[src/rtl/tsc_pkg.sv]
// tsc_pkg: shared types and constants for the tcp segment checker
// used by every module of the block; depends on nothing

package tsc_pkg;

   // fixed tcp header length, byte counter limits and the tcp protocol number
   localparam int unsigned HEADER_LEN  = 20;
   localparam int unsigned CNT_W       = 17;
   localparam logic [CNT_W-1:0] COUNT_MAX     = 17'h10000;
   localparam logic [CNT_W-1:0] COUNT_MAX_M1  = 17'h0FFFF;
   localparam logic [CNT_W-1:0] CAPTURE_END   = 17'd18;
   localparam logic [15:0]      IP_PROTO_TCP  = 16'd6;

   // result status codes
   localparam logic [1:0] STATUS_OK        = 2'd0;
   localparam logic [1:0] STATUS_MALFORMED = 2'd1;
   localparam logic [1:0] STATUS_BAD_CKSUM = 2'd2;

   // configuration register indexes
   localparam logic [7:0] CSR_SRC_ADDR = 8'd0;
   localparam logic [7:0] CSR_DST_ADDR = 8'd1;

   // header byte positions
   localparam logic [4:0] POS_SRC_HI  = 5'd0;
   localparam logic [4:0] POS_SRC_LO  = 5'd1;
   localparam logic [4:0] POS_DST_HI  = 5'd2;
   localparam logic [4:0] POS_DST_LO  = 5'd3;
   localparam logic [4:0] POS_SEQ_0   = 5'd4;
   localparam logic [4:0] POS_SEQ_3   = 5'd7;
   localparam logic [4:0] POS_ACK_0   = 5'd8;
   localparam logic [4:0] POS_ACK_3   = 5'd11;
   localparam logic [4:0] POS_OFFSET  = 5'd12;
   localparam logic [4:0] POS_FLAGS   = 5'd13;
   localparam logic [4:0] POS_WIN_HI  = 5'd14;
   localparam logic [4:0] POS_WIN_LO  = 5'd15;
   localparam logic [4:0] POS_CKS_HI  = 5'd16;
   localparam logic [4:0] POS_CKS_LO  = 5'd17;

   // one finished segment, handed from the parser to the checker
   typedef struct packed {
      logic [15:0]      source_port;
      logic [15:0]      destination_port;
      logic [31:0]      seq_number;
      logic [31:0]      ack_number;
      logic [3:0]       offset_words;
      logic [7:0]       flag_bits;
      logic [15:0]      window;
      logic [15:0]      received_checksum;
      logic [15:0]      data_sum;
      logic [CNT_W-1:0] length;
      logic             overflow;
   } seg_rec_type;

   // ones' complement add with end-around carry
   function automatic logic [15:0] oc_add(input logic [15:0] acc, input logic [15:0] word);
      logic [16:0] s;
      s = {1'b0, acc} + {1'b0, word};
      if (s[16]) begin
         oc_add = s[15:0] + 16'd1;
      end else begin
         oc_add = s[15:0];
      end
   endfunction

endpackage

[src/rtl/tsc_front.sv]
// tsc_front: byte-serial parser, captures header fields, counts length, sums data
// depends on tsc_pkg; pushes one record per segment into tsc_queue

module tsc_front
   import tsc_pkg::*;
(
   input  logic        clock,
   input  logic        reset,
   input  logic        req_valid,
   output logic        req_ready,
   input  logic [7:0]  req_data_byte,
   input  logic        req_last_byte,
   input  logic        q_full,
   output logic        q_push,
   output seg_rec_type q_rec
);

   logic [CNT_W-1:0] count_ff, count_in;
   logic [15:0]      sum_ff, sum_in;
   logic [7:0]       pend_ff, pend_in;
   logic [15:0]      src_ff, src_in;
   logic [15:0]      dst_ff, dst_in;
   logic [31:0]      seq_ff, seq_in;
   logic [31:0]      ack_ff, ack_in;
   logic [3:0]       off_ff, off_in;
   logic [7:0]       flg_ff, flg_in;
   logic [15:0]      win_ff, win_in;
   logic [15:0]      cks_ff, cks_in;
   logic             ovf_ff, ovf_in;

   logic             beat;
   logic             odd_pos;
   logic [15:0]      word;
   logic [15:0]      sum_upd;

   assign req_ready = !q_full;
   assign beat      = req_valid && req_ready;
   assign odd_pos   = count_ff[0];

   // odd byte closes a 16-bit word, an even last byte is padded with zero
   assign word    = odd_pos ? {pend_ff, req_data_byte} : {req_data_byte, 8'h00};
   assign sum_upd = oc_add(sum_ff, word);

   // field capture and per-byte accounting
   always_comb begin
      src_in = src_ff;
      dst_in = dst_ff;
      seq_in = seq_ff;
      ack_in = ack_ff;
      off_in = off_ff;
      flg_in = flg_ff;
      win_in = win_ff;
      cks_in = cks_ff;
      if (count_ff < CAPTURE_END) begin
         case (count_ff[4:0])
            POS_SRC_HI, POS_SRC_LO: src_in = {src_ff[7:0], req_data_byte};
            POS_DST_HI, POS_DST_LO: dst_in = {dst_ff[7:0], req_data_byte};
            POS_OFFSET:             off_in = req_data_byte[7:4];
            POS_FLAGS:              flg_in = req_data_byte;
            POS_WIN_HI, POS_WIN_LO: win_in = {win_ff[7:0], req_data_byte};
            POS_CKS_HI, POS_CKS_LO: cks_in = {cks_ff[7:0], req_data_byte};
            default: begin
               if (count_ff[4:0] >= POS_SEQ_0 && count_ff[4:0] <= POS_SEQ_3) begin
                  seq_in = {seq_ff[23:0], req_data_byte};
               end else if (count_ff[4:0] >= POS_ACK_0 && count_ff[4:0] <= POS_ACK_3) begin
                  ack_in = {ack_ff[23:0], req_data_byte};
               end
            end
         endcase
      end

      // saturating length count
      if (count_ff >= COUNT_MAX_M1) begin
         count_in = COUNT_MAX;
      end else begin
         count_in = count_ff + 17'd1;
      end
      ovf_in = ovf_ff || (count_in == COUNT_MAX);

      if (odd_pos) begin
         sum_in  = sum_upd;
         pend_in = pend_ff;
      end else begin
         sum_in  = sum_ff;
         pend_in = req_data_byte;
      end
   end

   // record of the finished segment, taken on the last beat
   always_comb begin
      q_push                   = beat && req_last_byte;
      q_rec.source_port        = src_in;
      q_rec.destination_port   = dst_in;
      q_rec.seq_number         = seq_in;
      q_rec.ack_number         = ack_in;
      q_rec.offset_words       = off_in;
      q_rec.flag_bits          = flg_in;
      q_rec.window             = win_in;
      q_rec.received_checksum  = cks_in;
      q_rec.data_sum           = sum_upd;
      q_rec.length             = count_in;
      q_rec.overflow           = ovf_in;
   end

   // segment state, cleared after each last beat
   always_ff @(posedge clock) begin
      if (reset || (beat && req_last_byte)) begin
         count_ff <= '0;
         sum_ff   <= '0;
         pend_ff  <= '0;
         src_ff   <= '0;
         dst_ff   <= '0;
         seq_ff   <= '0;
         ack_ff   <= '0;
         off_ff   <= '0;
         flg_ff   <= '0;
         win_ff   <= '0;
         cks_ff   <= '0;
         ovf_ff   <= 1'b0;
      end else if (beat) begin
         count_ff <= count_in;
         sum_ff   <= sum_in;
         pend_ff  <= pend_in;
         src_ff   <= src_in;
         dst_ff   <= dst_in;
         seq_ff   <= seq_in;
         ack_ff   <= ack_in;
         off_ff   <= off_in;
         flg_ff   <= flg_in;
         win_ff   <= win_in;
         cks_ff   <= cks_in;
         ovf_ff   <= ovf_in;
      end
   end

endmodule

[src/rtl/tsc_queue.sv]
// tsc_queue: two-entry queue of segment records between parser and checker
// depends on tsc_pkg for the record type

module tsc_queue
   import tsc_pkg::*;
(
   input  logic        clock,
   input  logic        reset,
   input  logic        push,
   input  seg_rec_type wr_rec,
   output logic        full,
   input  logic        pop,
   output logic        not_empty,
   output seg_rec_type rd_rec
);

   seg_rec_type slot_ff [2];
   logic        wr_ptr_ff, wr_ptr_in;
   logic        rd_ptr_ff, rd_ptr_in;
   logic [1:0]  cnt_ff, cnt_in;
   logic        do_push, do_pop;

   assign full      = (cnt_ff == 2'd2);
   assign not_empty = (cnt_ff != 2'd0);
   assign do_push   = push && !full;
   assign do_pop    = pop && not_empty;
   assign rd_rec    = slot_ff[rd_ptr_ff];

   // pointer and fill count update
   always_comb begin
      wr_ptr_in = do_push ? !wr_ptr_ff : wr_ptr_ff;
      rd_ptr_in = do_pop ? !rd_ptr_ff : rd_ptr_ff;
      cnt_in    = cnt_ff;
      if (do_push && !do_pop) begin
         cnt_in = cnt_ff + 2'd1;
      end else if (do_pop && !do_push) begin
         cnt_in = cnt_ff - 2'd1;
      end
   end

   always_ff @(posedge clock) begin
      if (reset) begin
         wr_ptr_ff <= 1'b0;
         rd_ptr_ff <= 1'b0;
         cnt_ff    <= 2'd0;
      end else begin
         wr_ptr_ff <= wr_ptr_in;
         rd_ptr_ff <= rd_ptr_in;
         cnt_ff    <= cnt_in;
      end
   end

   // record storage
   always_ff @(posedge clock) begin
      if (do_push) begin
         slot_ff[wr_ptr_ff] <= wr_rec;
      end
   end

endmodule

[src/rtl/tsc_back.sv]
// tsc_back: checksum verify against the pseudo-header, length checks, result register
// depends on tsc_pkg; reads records from tsc_queue

module tsc_back
   import tsc_pkg::*;
(
   input  logic        clock,
   input  logic        reset,
   input  logic [31:0] src_addr,
   input  logic [31:0] dst_addr,
   input  logic        q_not_empty,
   input  seg_rec_type q_rec,
   output logic        q_pop,
   output logic        rsp_valid,
   input  logic        rsp_ready,
   output logic [1:0]  rsp_status,
   output logic [15:0] rsp_source_port,
   output logic [15:0] rsp_destination_port,
   output logic [31:0] rsp_seq_number,
   output logic [31:0] rsp_ack_number,
   output logic [3:0]  rsp_offset_words,
   output logic [7:0]  rsp_flag_bits,
   output logic [15:0] rsp_window,
   output logic [15:0] rsp_received_checksum,
   output logic [5:0]  rsp_header_bytes,
   output logic [15:0] rsp_payload_bytes
);

   logic             valid_ff;
   logic [1:0]       status_ff, status_in;
   seg_rec_type      rec_ff;
   logic [5:0]       hdr_ff, hdr_in;
   logic [15:0]      pay_ff, pay_in;

   logic [18:0]      total;
   logic [16:0]      fold1;
   logic [15:0]      fold2;
   logic             cks_good;
   logic             malformed;
   logic [CNT_W-1:0] hdr_wide;
   logic [CNT_W-1:0] pay_wide;

   assign q_pop = q_not_empty && (!valid_ff || rsp_ready);

   // plain sum of all words, folded twice for the end-around carry
   always_comb begin
      total = {3'b000, q_rec.data_sum} + {3'b000, q_rec.length[15:0]}
            + {3'b000, src_addr[31:16]} + {3'b000, src_addr[15:0]}
            + {3'b000, dst_addr[31:16]} + {3'b000, dst_addr[15:0]}
            + {3'b000, IP_PROTO_TCP};
      fold1 = {1'b0, total[15:0]} + {14'd0, total[18:16]};
      fold2 = fold1[15:0] + {15'd0, fold1[16]};
      cks_good = (total != 19'd0) && ((fold2 == 16'h0000) || (fold2 == 16'hFFFF));
   end

   // length checks and status priority
   always_comb begin
      hdr_in    = {q_rec.offset_words, 2'b00};
      hdr_wide  = {{(CNT_W-6){1'b0}}, hdr_in};
      pay_wide  = q_rec.length - hdr_wide;
      malformed = (q_rec.length < CNT_W'(HEADER_LEN)) || (hdr_in < 6'(HEADER_LEN))
                  || (hdr_wide > q_rec.length) || q_rec.overflow;
      pay_in    = 16'h0000;
      if (malformed) begin
         status_in = STATUS_MALFORMED;
      end else if (!cks_good) begin
         status_in = STATUS_BAD_CKSUM;
      end else begin
         status_in = STATUS_OK;
         pay_in    = pay_wide[15:0];
      end
   end

   // result register
   always_ff @(posedge clock) begin
      if (reset) begin
         valid_ff <= 1'b0;
      end else if (q_pop) begin
         valid_ff <= 1'b1;
      end else if (rsp_ready) begin
         valid_ff <= 1'b0;
      end
   end

   always_ff @(posedge clock) begin
      if (q_pop) begin
         rec_ff    <= q_rec;
         status_ff <= status_in;
         hdr_ff    <= hdr_in;
         pay_ff    <= pay_in;
      end
   end

   assign rsp_valid             = valid_ff;
   assign rsp_status            = status_ff;
   assign rsp_source_port       = rec_ff.source_port;
   assign rsp_destination_port  = rec_ff.destination_port;
   assign rsp_seq_number        = rec_ff.seq_number;
   assign rsp_ack_number        = rec_ff.ack_number;
   assign rsp_offset_words      = rec_ff.offset_words;
   assign rsp_flag_bits         = rec_ff.flag_bits;
   assign rsp_window            = rec_ff.window;
   assign rsp_received_checksum = rec_ff.received_checksum;
   assign rsp_header_bytes      = hdr_ff;
   assign rsp_payload_bytes     = pay_ff;

endmodule

[src/rtl/tcp_segment_checker_core.sv]
// tcp_segment_checker_core: top level, address registers and the parser/checker split
// depends on tsc_pkg, tsc_front, tsc_queue and tsc_back

// The block takes a TCP segment one byte per beat and returns one result beat per
// segment through the queue and then the result register. The parser does a single
// ones' complement add and a field capture per byte, and the checker folds in the
// pseudo-header and checks lengths once per segment, so back to back one-byte segments
// still sustain one byte per cycle unless the queue is full. A two-entry queue between
// parser and checker plus the result register let input keep flowing while a result
// waits; the input stalls only when both queue entries and the result are held. The
// user writes source and destination addresses via the csr port (index 0 and 1) only
// while no segment is in flight; the block does not enforce it. csr_ready is always high.

module tcp_segment_checker_core
   import tsc_pkg::*;
(
   input  logic        clock,
   input  logic        reset,
   input  logic        req_valid,
   output logic        req_ready,
   input  logic [7:0]  req_data_byte,
   input  logic        req_last_byte,
   output logic        rsp_valid,
   input  logic        rsp_ready,
   output logic [1:0]  rsp_status,
   output logic [15:0] rsp_source_port,
   output logic [15:0] rsp_destination_port,
   output logic [31:0] rsp_seq_number,
   output logic [31:0] rsp_ack_number,
   output logic [3:0]  rsp_offset_words,
   output logic [7:0]  rsp_flag_bits,
   output logic [15:0] rsp_window,
   output logic [15:0] rsp_received_checksum,
   output logic [5:0]  rsp_header_bytes,
   output logic [15:0] rsp_payload_bytes,
   input  logic        csr_valid,
   output logic        csr_ready,
   input  logic [7:0]  csr_index,
   input  logic [31:0] csr_wdata
);

   logic [31:0] src_addr_ff;
   logic [31:0] dst_addr_ff;
   logic        q_push;
   logic        q_full;
   logic        q_pop;
   logic        q_not_empty;
   seg_rec_type wr_rec;
   seg_rec_type rd_rec;

   assign csr_ready = 1'b1;

   // address registers
   always_ff @(posedge clock) begin
      if (reset) begin
         src_addr_ff <= '0;
         dst_addr_ff <= '0;
      end else if (csr_valid) begin
         if (csr_index == CSR_SRC_ADDR) begin
            src_addr_ff <= csr_wdata;
         end else if (csr_index == CSR_DST_ADDR) begin
            dst_addr_ff <= csr_wdata;
         end
      end
   end

   tsc_front u_front (
      .clock         (clock),
      .reset         (reset),
      .req_valid     (req_valid),
      .req_ready     (req_ready),
      .req_data_byte (req_data_byte),
      .req_last_byte (req_last_byte),
      .q_full        (q_full),
      .q_push        (q_push),
      .q_rec         (wr_rec)
   );

   tsc_queue u_queue (
      .clock     (clock),
      .reset     (reset),
      .push      (q_push),
      .wr_rec    (wr_rec),
      .full      (q_full),
      .pop       (q_pop),
      .not_empty (q_not_empty),
      .rd_rec    (rd_rec)
   );

   tsc_back u_back (
      .clock                 (clock),
      .reset                 (reset),
      .src_addr              (src_addr_ff),
      .dst_addr              (dst_addr_ff),
      .q_not_empty           (q_not_empty),
      .q_rec                 (rd_rec),
      .q_pop                 (q_pop),
      .rsp_valid             (rsp_valid),
      .rsp_ready             (rsp_ready),
      .rsp_status            (rsp_status),
      .rsp_source_port       (rsp_source_port),
      .rsp_destination_port  (rsp_destination_port),
      .rsp_seq_number        (rsp_seq_number),
      .rsp_ack_number        (rsp_ack_number),
      .rsp_offset_words      (rsp_offset_words),
      .rsp_flag_bits         (rsp_flag_bits),
      .rsp_window            (rsp_window),
      .rsp_received_checksum (rsp_received_checksum),
      .rsp_header_bytes      (rsp_header_bytes),
      .rsp_payload_bytes     (rsp_payload_bytes)
   );

endmodule

[config.mk]
export PLATFORM = sky130hd
export DESIGN_NAME = tcp_segment_checker_core
export DESIGN_NICKNAME = d
export VERILOG_FILES = /design/src/rtl/tsc_pkg.sv /design/src/rtl/tsc_front.sv /design/src/rtl/tsc_queue.sv /design/src/rtl/tsc_back.sv /design/src/rtl/tcp_segment_checker_core.sv
export SDC_FILE = /design/constraint.sdc
export NUM_CORES = 1
export LEC_CHECK = 0
export BUFFER_PORTS_ARGS = -buffer_cell sky130_fd_sc_hd__buf_2
export CAP_MARGIN = 0
export CORE_AREA = 2 2 241 362
export CTS_CLUSTER_DIAMETER = 30
export DETAILED_ROUTE_END_ITERATION = 10
export DIE_AREA = 0 0 243 364
export HOLD_SLACK_MARGIN = 0.08
export SYNTH_ARGS = -nofsm -noshare
export SYNTH_HDL_FRONTEND = slang
export SYNTH_SLANG_ARGS = --single-unit
export TNS_END_PERCENT = 30
[constraint.sdc]
create_clock -name clock -period 12.6 [get_ports clock]
set_input_delay 2.52 -clock clock [delete_from_list [all_inputs] [get_ports clock]]
set_output_delay 2.52 -clock clock [all_outputs]
set_load 0.02 [all_outputs]
==> results of run 1 <==
placed cells by master, fill, tap and decap left out, types with 15 or more instances in the layout:
cell,count
dfxtp_1,251
inv_6,21
xnor2_1,46
xor2_1,42
a21oi_1,135
o21ai_0,30
mux2i_1,17
nor4_1,15
buf_2,217
inv_1,128
buf_4,21
nand2_1,224
ha_1,87
edfxtp_1,506
mux2_2,308
nand3_1,25
clkbuf_16,115
a21o_1,15
nand4_1,16
nor3_1,173
fa_1,52
nor2_1,360
state kept, by name (all words and copies together) (netlist names), 17 cells and up, named ones only:
signal / count
dst_addr_ff: 32
src_addr_ff: 32
u_back.rsp_ack_number: 32
u_back.rsp_seq_number: 32
u_front.ack_ff: 32
u_front.count_ff: 17
u_front.seq_ff: 32
u_queue.slot_ff: 348
through the flow:
step	area (sq um)	utilization (%)	total power (uW)	setup slack [ns]	hold WS, ns
4_1_cts	40000	46.8	9840	0.785	0.456
5_1_grt	40000	46.8	10200	0.0603	0.476
6_report	40000	46.8	9720	0.833	0.452
2_1_floorplan	33900	-	5580	1.03	0.433
3_3_place_gp	36000	42.1	6490	1.09	0.439
3_5_place_dp	36000	42.1	6530	0.872	0.450
what timing repair did:
item / CTS / global route
resized for setup: 0 / 1
setup buffers: 0 / 0
setup endpoints to repair: 0 / 3
worst paths after layout:
check / start / to / slack [ns] / cells past startpoint
setup / recovery: flip-flop / u_back.rsp_payload_bytes[7] / 0.83 / 42
hold / removal: src_addr_ff[26] / src_addr_ff[26] / 0.45 / 2
setup reg to reg: flip-flop / u_back.rsp_payload_bytes[7] / 0.83 / 42
hold reg to reg: src_addr_ff[26] / src_addr_ff[26] / 0.45 / 2
metal layers:
layer  vias up  share of wire [%]  wire length [um]
met4         0                3.5              2910
met5         -                  0                 0
li1      10276                  -                 -
met2       563                 52             42700
met1     10759                 39             32200
met3       150                6.1              5060
where the power goes:
| part | switching (uW) | leakage, uW | internal, uW | total [uW] |
|---|---|---|---|---|
| registers | 208 | 0.00684 | 3250 | 3460 |
| clock network | 1250 | 0.00194 | 2000 | 3240 |
| logic | 1990 | 0.00625 | 1020 | 3010 |
cell families after synthesis:
logic type | Yosys count | synth area share [%]
flops | 758 | 59.8
compound gates | 262 | 4.94
buf+inv | 290 | 3.36
xor+xnor | 91 | 2.42
fa+ha+maj | 139 | 6.29
other cells | 2 | 0.0222
simple gates | 925 | 12.5
mux | 325 | 10.7
critical path, delay by kind of cell, from the launching register on:
kind / cells / cell delay, ns
muxes: 1 / 0.61
AOI/OAI and AO/OA: 16 / 4.31
and+or+nand+nor: 10 / 1.87
DFF: 1 / 0.41
buffers and inverters: 3 / 0.22
adders and majority gates: 9 / 3.34
xor gates and xnor gates: 3 / 0.76
area by class of cell:
type                            count  area [sq um]  area share (%)
Multi-Input combinational cell   1745         12600            31.4
Timing Repair Buffer              240          1280            3.21
Clock buffer                      130          2990            7.48
Tap cell                         1139          1430            3.56
Inverter                          129           489            1.22
Sequential cell                   758         20200            50.5
Clock inverter                     85          1050            2.63
==> impl_metrics.py, run 1 <==
metrics = {
    "timing": {
        "hold_viol": 0,
        "fin_skew_ns": 0.0794,
        "setup_violations": 0,
        "slew_headroom_pct": 11.6,
        "finalCritPeriodShare_pct": 93.4,
        "rsz0062_at_grt": "false",
        "fmax_ghz": 0.0850,
        "finalSetupTns_ns": 0,
        "slew_violations": 0,
        "worstMarginPinSlew_ns": 1.33,
        "fin_crit_ns": 11.77,
    },
    "logic_synthesis": {
        "async_flop_share_pct": 0,
        "yosysSeqAreaShare_pct": 59.8,
        "synth_area_leaders": "edfxtp_1 (45%), dfxtp_1 (15%), mux2_2 (10%)",
        "yosysTopAreaCell": "edfxtp_1",
        "ys_ff_latch": 758,
        "synth_edf_count": 506,
        "netlist_area_sq_um": 33900,
        "synth_common_cells": "edfxtp_1 (506), nor2_1 (362), mux2_2 (308), dfxtp_1 (252), nand2_1 (225)",
        "synth_area_per_cell_sq_um": 12.1,
        "synth_flop_cell": "edfxtp_1",
        "synth.most_common_cell": "edfxtp_1",
        "synthCells": 2792,
        "yosysTopAreaCellShare_pct": 44.9,
        "yosysWarningCount": 0,
        "yosysUniqueCellTypes": 82,
    },
    "cts": {
        "cts_tree": "yes",
        "hold_buffers": 0,
        "root_buffer": "clkbuf_16",
        "cts_buffers": 114,
        "cts_max_level": 3,
        "clkSlewWorstSetupHoldPaths_ns": 0.05,
        "clock_path_buffers": 3,
        "insertion_delay_ns": 0.73,
        "cts.sinks": 758,
    },
    "critical_path": {
        "path_class": "flip-flop to flip-flop",
        "crit_fanout": 17,
        "cp_data_required_time_ns": 13.06,
        "end_kind": "flip-flop",
        "slowest_stage": "a2111oi_0",
        "crit_top_cell": "ha_1",
        "cp.arrival_ns": 12.23,
        "cp_slowest_stage_delay_ns": 0.62,
        "worst_setup_path_start_kind": "flip-flop",
    },
    "outcome": {
        "status": "completed",
    },
    "drt": {
        "drtIter0Drc": 1168,
        "ant_nets": 0,
        "firstDrtPassIters": 5,
        "wl_per_cell_um": 19.6,
        "drc": 0,
        "routed_wl_um": 82900,
        "viasPerCell": 5.15,
        "vias": 21748,
    },
    "grt": {
        "grt-busiest-layer": "met2",
        "grt_pass1_vias": 22321,
        "grt_usage_pct": 18.5,
        "grt_max_degree": 128,
        "antenna_found_initial": 1,
        "grt.overflow.total": 0,
        "use_met3_pct": 4.31,
        "grt_use_met1_pct": 20.7,
        "global_route.usage.met2_pct": 33.4,
        "grt_pass1_wl_um": 127000,
    },
    "final_layout": {
        "synthToLayoutAreaGrowth_pct": 18.2,
        "final_cells": 4226,
        "drive_gt1_share_pct": 26.2,
        "fill_cells": 7731,
        "diodes": 0,
        "nNetsFinal": 3181,
    },
    "place": {
        "port_buffers": 217,
        "gp_congestion": 0.904,
        "hpwlAfterDp_um": 53200,
        "dp.cells": 4011,
    },
    "floorplan": {
        "fp-row-count": 132,
        "die_w_um": 243,
        "die-area_sq_um": 88500,
        "die_y_um": 364,
        "core_area_sq_um": 85600,
        "start_util_pct": 39.6,
        "io_pins": 221,
    },
    "power": {
        "peakVddDrop_v": 0.000154,
        "power_density_nw_per_um2": 243,
        "cellLeakagePower_uw": 0.0150,
    },
    "worst_hold_path": {
        "hold_path.class": "flip-flop to flip-flop",
    },
    "flow_run": {
        "cap_violations": 0,
    },
}
(Power assumes the default switching activity.)
==> inputs of run 2 (changes only) <==
==> constraint.sdc (replaced) <==
create_clock -name clock -period 13.7 [get_ports clock]
set_input_delay 2.055 -clock clock [delete_from_list [all_inputs] [get_ports clock]]
set_output_delay 2.055 -clock clock [all_outputs]
set_load 0.02 [all_outputs]
==> run 2 against run 1 <==
Against the previous run:
- flip-flop and latch count unchanged
- total power down 9.3%
- clock skew down 0.023 ns
- hold slack about the same
- highest routed layer unchanged
- fmax down 5.2%
- cell count about the same
- die area unchanged
- non-clock buffer count down 1
- global-route usage down 0.31 points
- first-iteration DRC count up 20%
- routed wire length down 1.8%
- clock power down 10%
==> impl_metrics.py, run 2 (same netlist as run 1, synthesis figures left out) <==
metrics = {
    "outcome": {
        "status": "completed",
    },
    "drt": {
        "ant_nets": 0,
        "wl_per_cell_um": 19.3,
        "firstDrtPassIters": 6,
        "vias": 21773,
        "top_layer_used": "met4",
        "wl_met2_um": 41000,
        "routed_wl_um": 81300,
        "wl_met3_um": 4890,
        "routedLengthMet1_um": 32400,
        "viasPerCell": 5.15,
        "drc": 0,
        "drtIter0Drc": 1407,
    },
    "final_layout": {
        "largest_reg_flops": 348,
        "nNetsFinal": 3178,
        "synthToLayoutAreaGrowth_pct": 17.8,
        "drive_gt1_share_pct": 25.9,
        "final_common_cell": "edfxtp_1",
        "layout_common_cells": "edfxtp_1 (506), nor2_1 (360), mux2_2 (308)",
        "diodes": 0,
        "top_register": "u_queue.slot_ff",
    },
    "critical_path": {
        "crit_top_cell": "ha_1",
        "slowest_stage": "dfxtp_4",
        "cp_top_family": "compound AO/OA/AOI/OAI gates",
        "path_class": "flip-flop to flip-flop",
        "cp_slowest_stage_delay_ns": 0.63,
        "cp_data_required_time_ns": 14.13,
        "end_kind": "flip-flop",
        "crit_fanout": 31,
        "worst_setup_path_start_kind": "flip-flop",
        "cp.arrival_ns": 12.85,
        "worst-path-buf-inv": 4,
    },
    "timing": {
        "hold_viol": 0,
        "worstMarginPinSlew_ns": 1.21,
        "slew_violations": 0,
        "rsz0062_at_grt": "false",
        "setup_violations": 0,
        "slew_headroom_pct": 19.1,
        "fin_skew_ns": 0.0565,
        "fmax_ghz": 0.0806,
        "worst_slack_ns": 1.29,
        "finalSetupTns_ns": 0,
        "finalCritPeriodShare_pct": 90.6,
        "fin_crit_ns": 12.41,
    },
    "cts": {
        "clkSlewWorstSetupHoldPaths_ns": 0.06,
        "root_buffer": "clkbuf_16",
        "cts_buffers": 112,
        "cts_tree": "yes",
        "post_cts_resized": 0,
        "cts_max_level": 3,
        "hold_buffers": 0,
        "cts_setup_buffers": 0,
        "insertion_delay_ns": 0.71,
        "cts.sinks": 758,
        "clock_path_buffers": 3,
    },
    "power": {
        "power_density_nw_per_um2": 221,
        "peakVddDrop_v": 0.000117,
        "cellLeakagePower_uw": 0.0149,
        "p_total_uw": 8810,
    },
    "grt": {
        "grt_pass1_vias": 22130,
        "grt_pass1_wl_um": 125000,
        "grt_max_degree": 98,
        "grt_usage_pct": 18.2,
        "antenna_found_initial": 1,
        "grt.overflow.total": 0,
    },
    "floorplan": {
        "fp-row-count": 132,
        "die_w_um": 243,
        "die_y_um": 364,
        "io_pins": 221,
        "die-area_sq_um": 88500,
        "core_area_sq_um": 85600,
        "start_util_pct": 39.6,
    },
    "flow_run": {
        "cap_violations": 0,
    },
    "place": {
        "port_buffers": 217,
        "hpwlAfterDp_um": 52500,
        "gp_congestion": 0.904,
        "pre_cts_ws_ns": 1.38,
    },
    "worst_hold_path": {
        "hold_path.class": "flip-flop to flip-flop",
        "min-delay-start": "src_addr_ff[29]",
    },
}
run 2: cell types whose count changed in the layout (fill, tap and decap cells not counted), sizes merged:
cell      previous run  this run
buf                240       239
bufinv              12        11
clkbuf             130       137
clkinv              31        29
clkinvlp            13        23
inv                158       143
run 2: cell type report:
class / instances / area [sq um]
Clock buffer: 137 / 3010
Fill cell: 7678 / 45700
Timing Repair Buffer: 239 / 1250
Sequential cell: 758 / 20200
Clock inverter: 77 / 913
Inverter: 129 / 489
Tap cell: 1139 / 1430
Multi-Input combinational cell: 1745 / 12500
run 2: worst paths after layout:
| kind | endpoint | slack (ns) | cells after the start |
|---|---|---|---|
| max reg2reg | u_back.rsp_payload_bytes[4] | 1.29 | 44 |
| min | src_addr_ff[29] | 0.45 | 2 |
| min reg2reg | src_addr_ff[29] | 0.45 | 2 |
| max | u_back.rsp_payload_bytes[4] | 1.29 | 44 |
run 2: worst reg2reg max path, delay by kind of cell (launching register included):
family / cells / cell delay, ns
AOI/OAI and AO/OA: 15 / 4.16
xor gates and xnor gates: 3 / 0.69
adders and majority gates: 9 / 3.31
buffers and inverters: 4 / 0.73
DFF: 1 / 0.63
muxes: 1 / 0.43
and+or+nand+nor: 12 / 2.20
run 2: power by group:
group	leakage (uW)	internal (uW)	total, uW	switching (uW)
Clock	0.00184	1800	2900	1100
Sequential	0.00684	2990	3180	192
Combinational	0.00623	937	2730	1790
run 2: metal layers:
metal	global-route usage [%]	vias up
met4	8.43	0
met1	21.0	10806
li1	-	10253
met5	0	-
met2	32.0	567
met3	4.18	147
run 2: metrics by stage:
step | std cells | cell area [sq um] | hold WS, ns | utilization [%]
3_3_place_gp | 4010 | 36000 | 0.439 | 42.0
4_1_cts | 4224 | 39900 | 0.455 | 46.6
6_report | 4224 | 39900 | 0.452 | 46.6
2_1_floorplan | 2793 | 33900 | 0.433 | -
3_5_place_dp | 4010 | 36000 | 0.448 | 42.0
5_1_grt | 4224 | 39900 | 0.472 | 46.6
